`src/rtl/core/iwcs_pkg.sv`:
```
// Shared types, constants and the microcode program of the wall-centering steering block.
// Used by the sequencer, the datapath and the top level; it depends on nothing else.
`default_nettype none

package iwcs_pkg;

    localparam int ACC_W   = 34;  // Horner accumulator, holds the sum of all coefficient magnitudes
    localparam int COEF_W  = 32;
    localparam int DIST_W  = 17;
    localparam int CORR_W  = 10;
    localparam int DUTY_W  = 8;
    localparam int CFG_W   = 8;
    localparam int UPC_W   = 5;
    localparam int CNT_W   = 3;
    localparam int QUO_W   = 9;
    localparam int REM_W   = 20;
    localparam int DSR_W   = 16;

    typedef enum logic [1:0] {
        OP_SAMPLE = 2'd0,
        OP_START  = 2'd1,
        OP_STOP   = 2'd2
    } t_op;

    typedef enum logic [1:0] {
        CFG_BASE_SPEED       = 2'd0,
        CFG_MIN_SPEED        = 2'd1,
        CFG_MAX_SPEED_CHANGE = 2'd2,
        CFG_TARGET_DISTANCE  = 2'd3
    } t_cfg_idx;

    typedef enum logic [1:0] {
        MS_NONE  = 2'd0,
        MS_LEFT  = 2'd1,
        MS_RIGHT = 2'd2,
        MS_CORR  = 2'd3
    } t_mul_sel;

    typedef enum logic [1:0] {
        UP_NONE  = 2'd0,
        UP_LEFT  = 2'd1,
        UP_RIGHT = 2'd2
    } t_upd;

    typedef enum logic [2:0] {
        AL_NOP  = 3'd0,
        AL_FIN  = 3'd1,
        AL_DIFF = 3'd2,
        AL_CMP  = 3'd3,
        AL_DIV  = 3'd4,
        AL_SIGN = 3'd5,
        AL_DUTY = 3'd6
    } t_alu_op;

    typedef enum logic [1:0] {
        JC_NEVER   = 2'd0,
        JC_STOPPED = 2'd1,
        JC_SAT     = 2'd2,
        JC_LOOP    = 2'd3
    } t_jump_cond;

    typedef struct packed {
        t_mul_sel          mul_sel;
        t_upd              upd;
        logic [2:0]        coef_idx;
        t_alu_op           alu;
        t_jump_cond        jc;
        logic [UPC_W-1:0]  target;
        logic              last;
    } t_ctrl;

    // Branch conditions seen by the sequencer.
    typedef struct packed {
        logic stopped;
        logic sat;
    } t_cond;

    localparam logic [UPC_W-1:0] UPC_DIV  = 5'd14;
    localparam logic [UPC_W-1:0] UPC_SIGN = 5'd15;
    localparam logic [UPC_W-1:0] UPC_OUT  = 5'd18;
    localparam logic [CNT_W-1:0] DIV_LAST = 3'd7;

    // Left polynomial coefficients, scaled by 2^16, index is the power of u.
    function automatic logic signed [COEF_W-1:0] left_coef(input logic [2:0] k);
        logic signed [COEF_W-1:0] c;
        case (k)
            3'd0:    c = 32'sd6680079;
            3'd1:    c = -32'sd63401770;
            3'd2:    c = 32'sd288196908;
            3'd3:    c = -32'sd699224826;
            3'd4:    c = 32'sd861254269;
            3'd5:    c = -32'sd422201110;
            default: c = '0;
        endcase
        return c;
    endfunction

    function automatic logic signed [COEF_W-1:0] right_coef(input logic [2:0] k);
        logic signed [COEF_W-1:0] c;
        case (k)
            3'd0:    c = 32'sd7764283;
            3'd1:    c = -32'sd77239014;
            3'd2:    c = 32'sd358417093;
            3'd3:    c = -32'sd873658034;
            3'd4:    c = 32'sd1073592202;
            3'd5:    c = -32'sd523692364;
            default: c = '0;
        endcase
        return c;
    endfunction

    // The program. Steps 0 to 10 interleave the two Horner evaluations on one
    // multiplier: each of steps 1 to 9 multiplies one side while the other side adds
    // its coefficient to the product of the previous step.
    function automatic t_ctrl ucode(input logic [UPC_W-1:0] pc);
        t_ctrl c;
        c = '0;
        case (pc)
            5'd0:  begin c.mul_sel = MS_LEFT;  end
            5'd1:  begin c.mul_sel = MS_RIGHT; c.upd = UP_LEFT;  c.coef_idx = 3'd4; end
            5'd2:  begin c.mul_sel = MS_LEFT;  c.upd = UP_RIGHT; c.coef_idx = 3'd4; end
            5'd3:  begin c.mul_sel = MS_RIGHT; c.upd = UP_LEFT;  c.coef_idx = 3'd3; end
            5'd4:  begin c.mul_sel = MS_LEFT;  c.upd = UP_RIGHT; c.coef_idx = 3'd3; end
            5'd5:  begin c.mul_sel = MS_RIGHT; c.upd = UP_LEFT;  c.coef_idx = 3'd2; end
            5'd6:  begin c.mul_sel = MS_LEFT;  c.upd = UP_RIGHT; c.coef_idx = 3'd2; end
            5'd7:  begin c.mul_sel = MS_RIGHT; c.upd = UP_LEFT;  c.coef_idx = 3'd1; end
            5'd8:  begin c.mul_sel = MS_LEFT;  c.upd = UP_RIGHT; c.coef_idx = 3'd1; end
            5'd9:  begin c.mul_sel = MS_RIGHT; c.upd = UP_LEFT;  c.coef_idx = 3'd0; end
            5'd10: begin c.upd = UP_RIGHT; c.coef_idx = 3'd0; end
            5'd11: begin c.alu = AL_FIN; c.jc = JC_STOPPED; c.target = UPC_OUT; end
            5'd12: begin c.alu = AL_DIFF; end
            5'd13: begin c.alu = AL_CMP; c.jc = JC_SAT; c.target = UPC_SIGN; end
            5'd14: begin c.alu = AL_DIV; c.jc = JC_LOOP; c.target = UPC_DIV; end
            5'd15: begin c.alu = AL_SIGN; end
            5'd16: begin c.mul_sel = MS_CORR; end
            5'd17: begin c.alu = AL_DUTY; end
            5'd18: begin c.last = 1'b1; end
            default: begin c.last = 1'b1; end
        endcase
        return c;
    endfunction

endpackage

`default_nettype wire

```
`src/rtl/core/ir_wall_centering_steering.sv`:
```
// Top level of the infrared wall-centering steering block: handshakes, configuration
// registers, run state and the output register. Depends on iwcs_pkg, iwcs_useq, iwcs_dpath.
//
// Usage. A request on the input channel carries an op code and two sensor samples.
// A start or stop request only sets or clears the run state and gives no result.
// A sample request gives exactly one result: both linearized distances, the
// steering correction and the two wheel duties. While the block is stopped the
// correction and duties are zero. Op code three is dropped.
// The two fifth-order polynomials share one multiplier, interleaved over 11
// steps, and the correction comes from a divider that produces one quotient
// bit per cycle, so one sample occupies the block until its result is handed to
// the output register, and o_in_stall stays high meanwhile.
// The result sits in an output register, so a stalled receiver does not stop a
// new request from being accepted; only the next result waits, holding the
// sequencer on its final step, until the register is free again.
// Configuration writes take effect at once and belong in idle periods.
// A synchronous reset restores the register defaults, stops the block and
// empties the output register.
`default_nettype none

module ir_wall_centering_steering #(
    parameter int SAMPLE_BITS = 10
) (
    input  wire                                    i_clk,
    input  wire                                    i_rst_n,
    input  wire                                    i_in_valid,
    output logic                                   o_in_stall,
    input  wire        [1:0]                       i_op,
    input  wire        [SAMPLE_BITS-1:0]           i_left_sample,
    input  wire        [SAMPLE_BITS-1:0]           i_right_sample,
    output logic                                   o_out_valid,
    input  wire                                    i_out_stall,
    output logic       [iwcs_pkg::DUTY_W-1:0]      o_left_duty,
    output logic       [iwcs_pkg::DUTY_W-1:0]      o_right_duty,
    output logic signed [iwcs_pkg::CORR_W-1:0]     o_correction,
    output logic signed [iwcs_pkg::DIST_W-1:0]    o_left_distance,
    output logic signed [iwcs_pkg::DIST_W-1:0]    o_right_distance,
    input  wire                                    i_cfg_we,
    input  wire        [1:0]                       i_cfg_index,
    input  wire        [iwcs_pkg::CFG_W-1:0]       i_cfg_data
);

    logic [iwcs_pkg::CFG_W-1:0]    r_base_speed;
    logic [iwcs_pkg::CFG_W-1:0]    r_min_speed;
    logic [iwcs_pkg::CFG_W-1:0]    r_max_speed_change;
    logic [iwcs_pkg::CFG_W-1:0]    r_target_distance;
    logic                          r_running;
    logic                          r_out_valid;
    logic [iwcs_pkg::DUTY_W-1:0]   r_left_duty;
    logic [iwcs_pkg::DUTY_W-1:0]   r_right_duty;
    logic signed [iwcs_pkg::CORR_W-1:0]  r_correction;
    logic signed [iwcs_pkg::DIST_W-1:0]  r_left_distance;
    logic signed [iwcs_pkg::DIST_W-1:0]  r_right_distance;

    logic                          busy;
    logic                          done;
    logic                          in_take;
    logic                          start;
    logic                          out_free;
    iwcs_pkg::t_ctrl               ctrl;
    iwcs_pkg::t_cond               cond;
    logic                          dp_sat;
    logic [iwcs_pkg::DUTY_W-1:0]   dp_left_duty;
    logic [iwcs_pkg::DUTY_W-1:0]   dp_right_duty;
    logic signed [iwcs_pkg::CORR_W-1:0]  dp_correction;
    logic signed [iwcs_pkg::DIST_W-1:0]  dp_left_distance;
    logic signed [iwcs_pkg::DIST_W-1:0]  dp_right_distance;

    // Requests are taken whenever no sample is in the sequencer.
    assign o_in_stall = busy;
    assign in_take    = i_in_valid && !busy;
    assign start      = in_take && (iwcs_pkg::t_op'(i_op) == iwcs_pkg::OP_SAMPLE);
    assign out_free   = !r_out_valid || !i_out_stall;

    assign cond.stopped = !r_running;
    assign cond.sat     = dp_sat;

    iwcs_useq u_useq (
        .i_clk      (i_clk),
        .i_rst_n    (i_rst_n),
        .i_start    (start),
        .i_out_free (out_free),
        .i_cond     (cond),
        .o_ctrl     (ctrl),
        .o_busy     (busy),
        .o_done     (done)
    );

    iwcs_dpath #(
        .SAMPLE_BITS (SAMPLE_BITS)
    ) u_dpath (
        .i_clk              (i_clk),
        .i_start            (start),
        .i_left_sample      (i_left_sample),
        .i_right_sample     (i_right_sample),
        .i_ctrl             (ctrl),
        .i_base_speed       (r_base_speed),
        .i_min_speed        (r_min_speed),
        .i_max_speed_change (r_max_speed_change),
        .i_target_distance  (r_target_distance),
        .o_sat              (dp_sat),
        .o_left_duty        (dp_left_duty),
        .o_right_duty       (dp_right_duty),
        .o_correction       (dp_correction),
        .o_left_distance    (dp_left_distance),
        .o_right_distance   (dp_right_distance)
    );

    // Configuration registers and run state.
    always_ff @(posedge i_clk) begin
        if (!i_rst_n) begin
            r_base_speed       <= 8'd150;
            r_min_speed        <= 8'd90;
            r_max_speed_change <= 8'd100;
            r_target_distance  <= 8'd20;
            r_running          <= 1'b0;
        end else begin
            if (i_cfg_we) begin
                case (iwcs_pkg::t_cfg_idx'(i_cfg_index))
                    iwcs_pkg::CFG_BASE_SPEED:       r_base_speed       <= i_cfg_data;
                    iwcs_pkg::CFG_MIN_SPEED:        r_min_speed        <= i_cfg_data;
                    iwcs_pkg::CFG_MAX_SPEED_CHANGE: r_max_speed_change <= i_cfg_data;
                    iwcs_pkg::CFG_TARGET_DISTANCE:  r_target_distance  <= i_cfg_data;
                    default: begin
                    end
                endcase
            end
            if (in_take) begin
                case (iwcs_pkg::t_op'(i_op))
                    iwcs_pkg::OP_START: r_running <= 1'b1;
                    iwcs_pkg::OP_STOP:  r_running <= 1'b0;
                    default: begin
                    end
                endcase
            end
        end
    end

    // Output register: loaded when the sequencer finishes, emptied when taken.
    always_ff @(posedge i_clk) begin
        if (!i_rst_n) begin
            r_out_valid <= 1'b0;
        end else if (done) begin
            r_out_valid <= 1'b1;
        end else if (!i_out_stall) begin
            r_out_valid <= 1'b0;
        end
    end

    always_ff @(posedge i_clk) begin
        if (done) begin
            r_left_duty      <= dp_left_duty;
            r_right_duty     <= dp_right_duty;
            r_correction     <= dp_correction;
            r_left_distance  <= dp_left_distance;
            r_right_distance <= dp_right_distance;
        end
    end

    assign o_out_valid      = r_out_valid;
    assign o_left_duty      = r_left_duty;
    assign o_right_duty     = r_right_duty;
    assign o_correction     = r_correction;
    assign o_left_distance  = r_left_distance;
    assign o_right_distance = r_right_distance;

endmodule

`default_nettype wire

```
`src/rtl/core/iwcs_useq.sv`:
```
// Microcode sequencer: step counter, loop counter and program table lookup.
// Depends on iwcs_pkg for the control word, the branch conditions and the program.
`default_nettype none

module iwcs_useq (
    input  wire                 i_clk,
    input  wire                 i_rst_n,
    input  wire                 i_start,
    input  wire                 i_out_free,
    input  iwcs_pkg::t_cond     i_cond,
    output iwcs_pkg::t_ctrl     o_ctrl,
    output logic                o_busy,
    output logic                o_done
);

    logic                          r_busy;
    logic [iwcs_pkg::UPC_W-1:0]    r_upc;
    logic [iwcs_pkg::UPC_W-1:0]    n_upc;
    logic [iwcs_pkg::CNT_W-1:0]    r_cnt;
    logic [iwcs_pkg::CNT_W-1:0]    n_cnt;
    iwcs_pkg::t_ctrl               rom_word;
    logic                          take_jump;

    assign rom_word = iwcs_pkg::ucode(r_upc);

    always_comb begin
        case (rom_word.jc)
            iwcs_pkg::JC_STOPPED: take_jump = i_cond.stopped;
            iwcs_pkg::JC_SAT:     take_jump = i_cond.sat;
            iwcs_pkg::JC_LOOP:    take_jump = (r_cnt != '0);
            default:              take_jump = 1'b0;
        endcase
    end

    always_comb begin
        n_cnt = r_cnt;
        if (r_busy && rom_word.alu == iwcs_pkg::AL_CMP) begin
            n_cnt = iwcs_pkg::DIV_LAST;
        end else if (r_busy && rom_word.alu == iwcs_pkg::AL_DIV && r_cnt != '0) begin
            n_cnt = r_cnt - 1'b1;
        end
        if (take_jump) begin
            n_upc = rom_word.target;
        end else begin
            n_upc = r_upc + 1'b1;
        end
    end

    // The final step waits there until the output register can take the result.
    assign o_done = r_busy && rom_word.last && i_out_free;
    assign o_busy = r_busy;
    assign o_ctrl = r_busy ? rom_word : iwcs_pkg::t_ctrl'('0);

    always_ff @(posedge i_clk) begin
        if (!i_rst_n) begin
            r_busy <= 1'b0;
            r_upc  <= '0;
            r_cnt  <= '0;
        end else begin
            r_cnt <= n_cnt;
            if (i_start) begin
                r_busy <= 1'b1;
                r_upc  <= '0;
            end else if (o_done) begin
                r_busy <= 1'b0;
            end else if (r_busy && !rom_word.last) begin
                r_upc <= n_upc;
            end
        end
    end

endmodule

`default_nettype wire

```
`src/rtl/core/iwcs_dpath.sv`:
```
// Datapath: one shared multiplier, Horner accumulators, rounding, the restoring
// divider for the correction and the duty arithmetic. Depends on iwcs_pkg.
`default_nettype none

module iwcs_dpath #(
    parameter int SAMPLE_BITS = 10
) (
    input  wire                                    i_clk,
    input  wire                                    i_start,
    input  wire        [SAMPLE_BITS-1:0]           i_left_sample,
    input  wire        [SAMPLE_BITS-1:0]           i_right_sample,
    input  iwcs_pkg::t_ctrl                        i_ctrl,
    input  wire        [iwcs_pkg::CFG_W-1:0]       i_base_speed,
    input  wire        [iwcs_pkg::CFG_W-1:0]       i_min_speed,
    input  wire        [iwcs_pkg::CFG_W-1:0]       i_max_speed_change,
    input  wire        [iwcs_pkg::CFG_W-1:0]       i_target_distance,
    output logic                                   o_sat,
    output logic       [iwcs_pkg::DUTY_W-1:0]      o_left_duty,
    output logic       [iwcs_pkg::DUTY_W-1:0]      o_right_duty,
    output logic signed [iwcs_pkg::CORR_W-1:0]     o_correction,
    output logic signed [iwcs_pkg::DIST_W-1:0]    o_left_distance,
    output logic signed [iwcs_pkg::DIST_W-1:0]    o_right_distance
);

    localparam int AW = iwcs_pkg::ACC_W;
    localparam int BW = SAMPLE_BITS + 1;
    localparam int PW = AW + BW;

    logic        [SAMPLE_BITS-1:0]          r_xl;
    logic        [SAMPLE_BITS-1:0]          r_xr;
    logic signed [AW-1:0]                   r_accl;
    logic signed [AW-1:0]                   r_accr;
    logic signed [PW-1:0]                   r_prod;
    logic signed [iwcs_pkg::DIST_W-1:0]     r_distl;
    logic signed [iwcs_pkg::DIST_W-1:0]     r_distr;
    logic        [iwcs_pkg::REM_W-1:0]      r_rem;
    logic        [iwcs_pkg::DSR_W-1:0]      r_dsr;
    logic        [iwcs_pkg::QUO_W-1:0]      r_quo;
    logic                                   r_neg;
    logic signed [iwcs_pkg::CORR_W-1:0]     r_corr;
    logic        [iwcs_pkg::DUTY_W-1:0]     r_lduty;
    logic        [iwcs_pkg::DUTY_W-1:0]     r_rduty;

    logic signed [AW-1:0]                   mul_a;
    logic signed [BW-1:0]                   mul_b;
    logic signed [PW-1:0]                   prod_sh;
    logic signed [iwcs_pkg::COEF_W-1:0]     coef;
    logic signed [AW-1:0]                   acc_sum;
    logic signed [iwcs_pkg::DIST_W:0]       diff;
    logic signed [iwcs_pkg::REM_W-1:0]      num4;
    logic        [iwcs_pkg::REM_W-1:0]      mag;
    logic        [iwcs_pkg::REM_W-1:0]      lim;
    logic signed [18:0]                     base_sh;
    logic signed [18:0]                     prod_c;
    logic signed [18:0]                     lsum;
    logic signed [18:0]                     rsum;

    // Rounds the 2^-16 cm accumulator to 1/64 cm and saturates to the field range.
    function automatic logic signed [iwcs_pkg::DIST_W-1:0] to_dist(
        input logic signed [AW-1:0] acc
    );
        logic signed [AW:0]  rnd;
        logic signed [AW-10:0] sh;
        logic signed [iwcs_pkg::DIST_W-1:0] d;
        rnd = {acc[AW-1], acc} + (AW+1)'(512);
        sh  = rnd[AW:10];
        if (sh < -(AW-9)'(65536)) begin
            d = -17'sd65536;
        end else if (sh > (AW-9)'(65535)) begin
            d = 17'sd65535;
        end else begin
            d = sh[iwcs_pkg::DIST_W-1:0];
        end
        return d;
    endfunction

    // Takes base*256 +/- correction*change, floors to whole duty and clamps.
    function automatic logic [iwcs_pkg::DUTY_W-1:0] to_duty(
        input logic signed [18:0] sum,
        input logic [iwcs_pkg::CFG_W-1:0] lo
    );
        logic signed [10:0] v;
        logic [iwcs_pkg::DUTY_W-1:0] d;
        v = sum[18:8];
        if (v < $signed({3'b000, lo})) begin
            d = lo;
        end else if (v > 11'sd255) begin
            d = 8'd255;
        end else begin
            d = v[7:0];
        end
        return d;
    endfunction

    always_comb begin
        case (i_ctrl.mul_sel)
            iwcs_pkg::MS_LEFT: begin
                mul_a = r_accl;
                mul_b = $signed({1'b0, r_xl});
            end
            iwcs_pkg::MS_RIGHT: begin
                mul_a = r_accr;
                mul_b = $signed({1'b0, r_xr});
            end
            iwcs_pkg::MS_CORR: begin
                mul_a = {{(AW-iwcs_pkg::CORR_W){r_corr[iwcs_pkg::CORR_W-1]}}, r_corr};
                mul_b = $signed({{(BW-iwcs_pkg::CFG_W){1'b0}}, i_max_speed_change});
            end
            default: begin
                mul_a = '0;
                mul_b = '0;
            end
        endcase
    end

    assign prod_sh = r_prod >>> SAMPLE_BITS;
    assign coef    = (i_ctrl.upd == iwcs_pkg::UP_LEFT) ? iwcs_pkg::left_coef(i_ctrl.coef_idx)
                                                        : iwcs_pkg::right_coef(i_ctrl.coef_idx);
    assign acc_sum = prod_sh[AW-1:0]
                   + {{(AW-iwcs_pkg::COEF_W){coef[iwcs_pkg::COEF_W-1]}}, coef};

    assign diff = {r_distl[iwcs_pkg::DIST_W-1], r_distl}
                - {r_distr[iwcs_pkg::DIST_W-1], r_distr};
    assign num4 = {diff, 2'b00};
    assign mag  = num4[iwcs_pkg::REM_W-1] ? iwcs_pkg::REM_W'(-num4) : num4;
    assign lim  = {4'b0000, i_target_distance, 8'h00};

    // A zero difference gives zero; otherwise a quotient of 256 or more clamps.
    assign o_sat = (r_rem == '0) || (r_rem >= lim);

    assign base_sh = {3'b000, i_base_speed, 8'h00};
    assign prod_c  = {r_prod[17], r_prod[17:0]};
    assign lsum    = base_sh + prod_c;
    assign rsum    = base_sh - prod_c;

    always_ff @(posedge i_clk) begin
        if (i_start) begin
            r_xl    <= i_left_sample;
            r_xr    <= i_right_sample;
            r_accl  <= {{(AW-iwcs_pkg::COEF_W){1'b1}}, iwcs_pkg::left_coef(3'd5)};
            r_accr  <= {{(AW-iwcs_pkg::COEF_W){1'b1}}, iwcs_pkg::right_coef(3'd5)};
            r_corr  <= '0;
            r_lduty <= '0;
            r_rduty <= '0;
        end else begin
            if (i_ctrl.upd == iwcs_pkg::UP_LEFT) begin
                r_accl <= acc_sum;
            end
            if (i_ctrl.upd == iwcs_pkg::UP_RIGHT) begin
                r_accr <= acc_sum;
            end
            case (i_ctrl.alu)
                iwcs_pkg::AL_FIN: begin
                    r_distl <= to_dist(r_accl);
                    r_distr <= to_dist(r_accr);
                end
                iwcs_pkg::AL_DIFF: begin
                    r_rem <= mag;
                    r_neg <= num4[iwcs_pkg::REM_W-1];
                end
                iwcs_pkg::AL_CMP: begin
                    r_dsr <= {1'b0, i_target_distance, 7'h00};
                    if (r_rem != '0 && r_rem >= lim) begin
                        r_quo <= iwcs_pkg::QUO_W'(256);
                    end else begin
                        r_quo <= '0;
                    end
                end
                iwcs_pkg::AL_DIV: begin
                    if (r_rem >= {4'b0000, r_dsr}) begin
                        r_rem <= r_rem - {4'b0000, r_dsr};
                        r_quo <= {r_quo[iwcs_pkg::QUO_W-2:0], 1'b1};
                    end else begin
                        r_quo <= {r_quo[iwcs_pkg::QUO_W-2:0], 1'b0};
                    end
                    r_dsr <= r_dsr >> 1;
                end
                iwcs_pkg::AL_SIGN: begin
                    r_corr <= r_neg ? -$signed({1'b0, r_quo}) : $signed({1'b0, r_quo});
                end
                iwcs_pkg::AL_DUTY: begin
                    r_lduty <= to_duty(lsum, i_min_speed);
                    r_rduty <= to_duty(rsum, i_min_speed);
                end
                default: begin
                end
            endcase
        end
        if (i_ctrl.mul_sel != iwcs_pkg::MS_NONE) begin
            r_prod <= mul_a * mul_b;
        end
    end

    assign o_left_duty      = r_lduty;
    assign o_right_duty     = r_rduty;
    assign o_correction     = r_corr;
    assign o_left_distance  = r_distl;
    assign o_right_distance = r_distr;

endmodule

`default_nettype wire
```
`config.mk`:
```
export PLATFORM = sky130hd
export DESIGN_NAME = ir_wall_centering_steering
export DESIGN_NICKNAME = d
export VERILOG_FILES = /design/src/rtl/core/iwcs_pkg.sv /design/src/rtl/core/ir_wall_centering_steering.sv /design/src/rtl/core/iwcs_useq.sv /design/src/rtl/core/iwcs_dpath.sv
export SDC_FILE = /design/constraint.sdc
export NUM_CORES = 2
export LEC_CHECK = 0
export BUFFER_PORTS_ARGS = -buffer_cell sky130_fd_sc_hd__buf_2
export CORE_ASPECT_RATIO = 0.5
export CORE_UTILIZATION = 55
export DETAILED_ROUTE_END_ITERATION = 10
export GPL_TIMING_DRIVEN = 0
export HOLD_SLACK_MARGIN = 0.05
export MAX_ROUTING_LAYER = met4
export PLACE_DENSITY = 0.82
export SYNTH_ARGS = -nofsm -noshare
export SYNTH_HDL_FRONTEND = slang
export SYNTH_SLANG_ARGS = --single-unit
```
`constraint.sdc`:
```
create_clock -name i_clk -period 21.4 [get_ports i_clk]
set_input_delay 2.14 -clock i_clk [delete_from_list [all_inputs] [get_ports i_clk]]
set_output_delay 2.14 -clock i_clk [all_outputs]
set_load 0.03 [all_outputs]
```
==> results_dict.tcl <==
set metrics [dict create \
    status "finished, violations left" \
    violations "capacitance limit, slew limit" \
    final_area_mm2 0.03346 \
    core_mm2 0.05443 \
    regArea_mm2 0.008838 \
    cp-end-kind "flop" \
    ff2ff_path_depth 32 \
    synthMuxAreaShare 0.01272 \
    critPathKind "reg2reg" \
    synthesis.nets 3974 \
    grt_pass1_vias 25490 \
    dp_cells 4282 \
    worst_slack_ns 10.51 \
    multi_input_area_mm2 0.01962 \
    met2_usage 0.5324 \
    yosysMostFrequentCell "inv_1" \
    synth_top_area_cell "edfxtp_1" \
    pre_cts_slack_ns 10.79 \
    yosys.area_share.simple 0.1562 \
    routed_wl_mm 98.24 \
    cts_setup_buffers 0 \
    area_growth_pct 9.004 \
    holdBufCountCts 0 \
    crit_required_ns 21.71 \
    rr_endpoint "u_dpath.r_prod[43]$_DFFE_PP_" \
    layout-drive-gt1-share 0.05468 \
    syn_inst 3437 \
    die_w_um 336.1 \
    antenna_found_initial 1 \
    path_clk_slew_ns 0.07 \
    ys_seq_area_frac 0.2880 \
    slew_viol_final 11 \
    fin_setup_tns_ns 0 \
    worstMarginPinSlew_ns 1.532 \
    ant_nets 0 \
    num_vias 26470 \
    cts_resized 0 \
    synth_compound_area_frac 0.1473 \
    slowest_delay_ns 0.95 \
    r2r_setup_slack_ns 10.51 \
    fin_nets 4113 \
    synth_top_cell_area_share 0.1986 \
    die_h_um 169.0 \
    synthArstFlopShare 0 \
    whs_endpoint "o_right_duty[7]$_DFFE_PP_" \
    io_pins 99 \
    synthTopCellsByArea "edfxtp_1, fa_1, dfxtp_1" \
    groute.layer.met3.usage 0.08752 \
    min_from "u_dpath.o_right_duty[7]$_SDFFE_PP0N_" \
    fin_skew_ns 0.02656 \
    placed_cell_area_mm2 0.03219 \
    ys_ff_latch 340 \
    grt_max_degree 49 \
    finalHoldViolations 0 \
    cap_viol_max_count 1 \
    final_cells 4348 \
    fmax_ghz 0.09181 \
    synth_cell_type_count 82 \
    clockRootBuffer "clkbuf_16" \
    setup_violations 0 \
    drc 0 \
    grt_usage 0.3605 \
    vdd_ir_drop_max_uv 46.86 \
    path_max_fanout 10 \
    synth_top_family_by_area "adder cells" \
    synth_xor_area_frac 0.04794 \
    synth.avg_cell_area_um2 8.931 \
    slew_headroom -0.02838 \
    yosys-top-cells-count "inv_1, nand2_1, nor2_1" \
    htree_num_levels 2 \
    clock_sinks 340 \
    p_per_area_mw_per_mm2 52.03 \
    initial_core_util 0.5640 \
    leakagePower_nw 14.53 \
    grt_most_used_layer "met2" \
    holdPathStages 0 \
    yosys_warnings 0 \
    start_kind "flop" \
    cts_buffers 36 \
    timing.rr.start "u_useq.r_upc[1]$_SDFFE_PP0P_" \
    grt_setup_unrepaired "no" \
    synthAdderAreaFrac 0.2747 \
    drt_iter0_markers 3347 \
    rows 60 \
    clk_latency_ns 0.56 \
    worst_path_max_delay_cell "o21ai_1" \
    cts_tree "yes" \
    drtPass1Iterations 8 \
    clk_path_buf_depth 3 \
    portBuffers 98 \
    synth-edff-count 203 \
    grt_use_met1 0.4891 \
    grt_pass1_wl_mm 150.0 \
    overflow 0 \
    dieArea_mm2 0.05681 \
    finalCritPeriodShare 0.5090 \
    hpwl_mm 78.98 \
    fin_crit_ns 10.89 \
    nFillCells 4595 \
    vias_per_cell 6.087 \
    arrival_ns 11.20 \
    synth.cell_area_mm2 0.03069 \
    wire_per_inst_um 22.60 \
    synthFlopType "edfxtp_1" \
    gp_congestion 1.093 \
    hold_class "reg2reg" \
]
-- cells in the final DEF (no fill, tap or decap), types with 10 or more instances in the layout --
cell / instances
nor4_1: 10
buf_2: 102
and3_1: 33
edfxtp_1: 203
nand2_1: 445
xor2_1: 62
nand3_1: 90
dfxtp_1: 137
clkbuf_16: 38
o21ai_0: 83
inv_1: 458
nor2_1: 323
a221oi_1: 25
nor2b_1: 22
o211ai_1: 26
xnor2_1: 106
a211oi_1: 25
nand4_1: 15
a31oi_1: 15
a21o_1: 57
o31ai_1: 20
nand2b_1: 32
fa_1: 290
clkbuf_1: 128
ha_1: 210
mux2i_1: 39
a221o_1: 25
a21oi_1: 232
o21ai_1: 66
and2_1: 21
o21a_1: 29
nor3_1: 40
o21bai_1: 16
or3_1: 16
-- metrics by stage --
step                power (mW)  hold WS (ns)  utilization
detailed placement       1.059        0.4118       0.5914
global placement         1.052        0.4152       0.5901
global route             1.796        0.4322       0.6147
CTS                      1.731        0.4281       0.6147
finish                   1.741        0.4331       0.6147
floorplan               0.9480        0.4030            -
-- layer usage --
metal  part of all wire  routed length [µm]
met5                  0                   0
met4              0.036                3504
met3               0.13               12370
met2               0.43               42560
met1               0.41               39810
-- sequential cells by signal, indices dropped and copies added, names as in the netlist, 15 cells and up --
register and cells:
u_dpath.r_accl 34, u_dpath.r_prod 44, u_dpath.o_right_distance 17, u_dpath.r_accr 34, o_right_distance 17, u_dpath.r_rem 20
u_dpath.r_dsr 15, o_left_distance 17, u_dpath.o_left_distance 17
-- layout make-up --
class | count | share of cell area
multi-input cells | 2500 | 0.5865
flip-flops and latches | 340 | 0.2642
inverters | 463 | 0.05194
clock buffers | 44 | 0.02999
well taps | 744 | 0.02782
repair buffers | 101 | 0.01642
plain buffers | 134 | 0.01522
clock inverters | 21 | 0.007853
diodes | 1 | 0.00007479
-- worst max-delay path, delay by kind of cell (launching register included) --
kind,cells,cell delay [ns]
AO/OA/AOI/OAI,12,3.86
XOR/XNOR,1,0.13
adder cells (fa/ha/maj),7,3.05
buffers and inverters,8,2.15
flip-flops,1,0.41
multiplexers,1,0.16
AND/OR/NAND/NOR,3,0.85
-- report_power, final --
group / total (mW) / internal (mW) / switching [mW]
Combinational: 0.335 / 0.110 / 0.225
Sequential: 0.724 / 0.707 / 0.0165
Clock: 0.683 / 0.390 / 0.292
-- logic make-up (layout without fill, tap and decap cells) --
logic type	count (synthesis)	after routing
buf+inv	597	763
compound gates	702	702
xor+xnor	168	168
simple gates	1091	1091
flops	340	340
other cells	0	1
fa+ha+maj	500	500
mux	39	39
-- worst max-delay path by stage --
stage                                  from                           end  cells past startpoint
2_1_floorplan  u_useq.r_upc[0]$_SDFFE_PP0P_  u_dpath.r_prod[43]$_DFFE_PP_                     31
3_3_place_gp   u_useq.r_upc[1]$_SDFFE_PP0P_  u_dpath.r_prod[43]$_DFFE_PP_                     32
3_5_place_dp   u_useq.r_upc[1]$_SDFFE_PP0P_  u_dpath.r_prod[43]$_DFFE_PP_                     32
4_1_cts        u_useq.r_upc[1]$_SDFFE_PP0P_  u_dpath.r_prod[43]$_DFFE_PP_                     32
5_1_grt        u_useq.r_upc[1]$_SDFFE_PP0P_  u_dpath.r_prod[43]$_DFFE_PP_                     32
6_report       u_useq.r_upc[1]$_SDFFE_PP0P_  u_dpath.r_prod[43]$_DFFE_PP_                     32
Note: power is estimated with default switching activity, not from simulation.
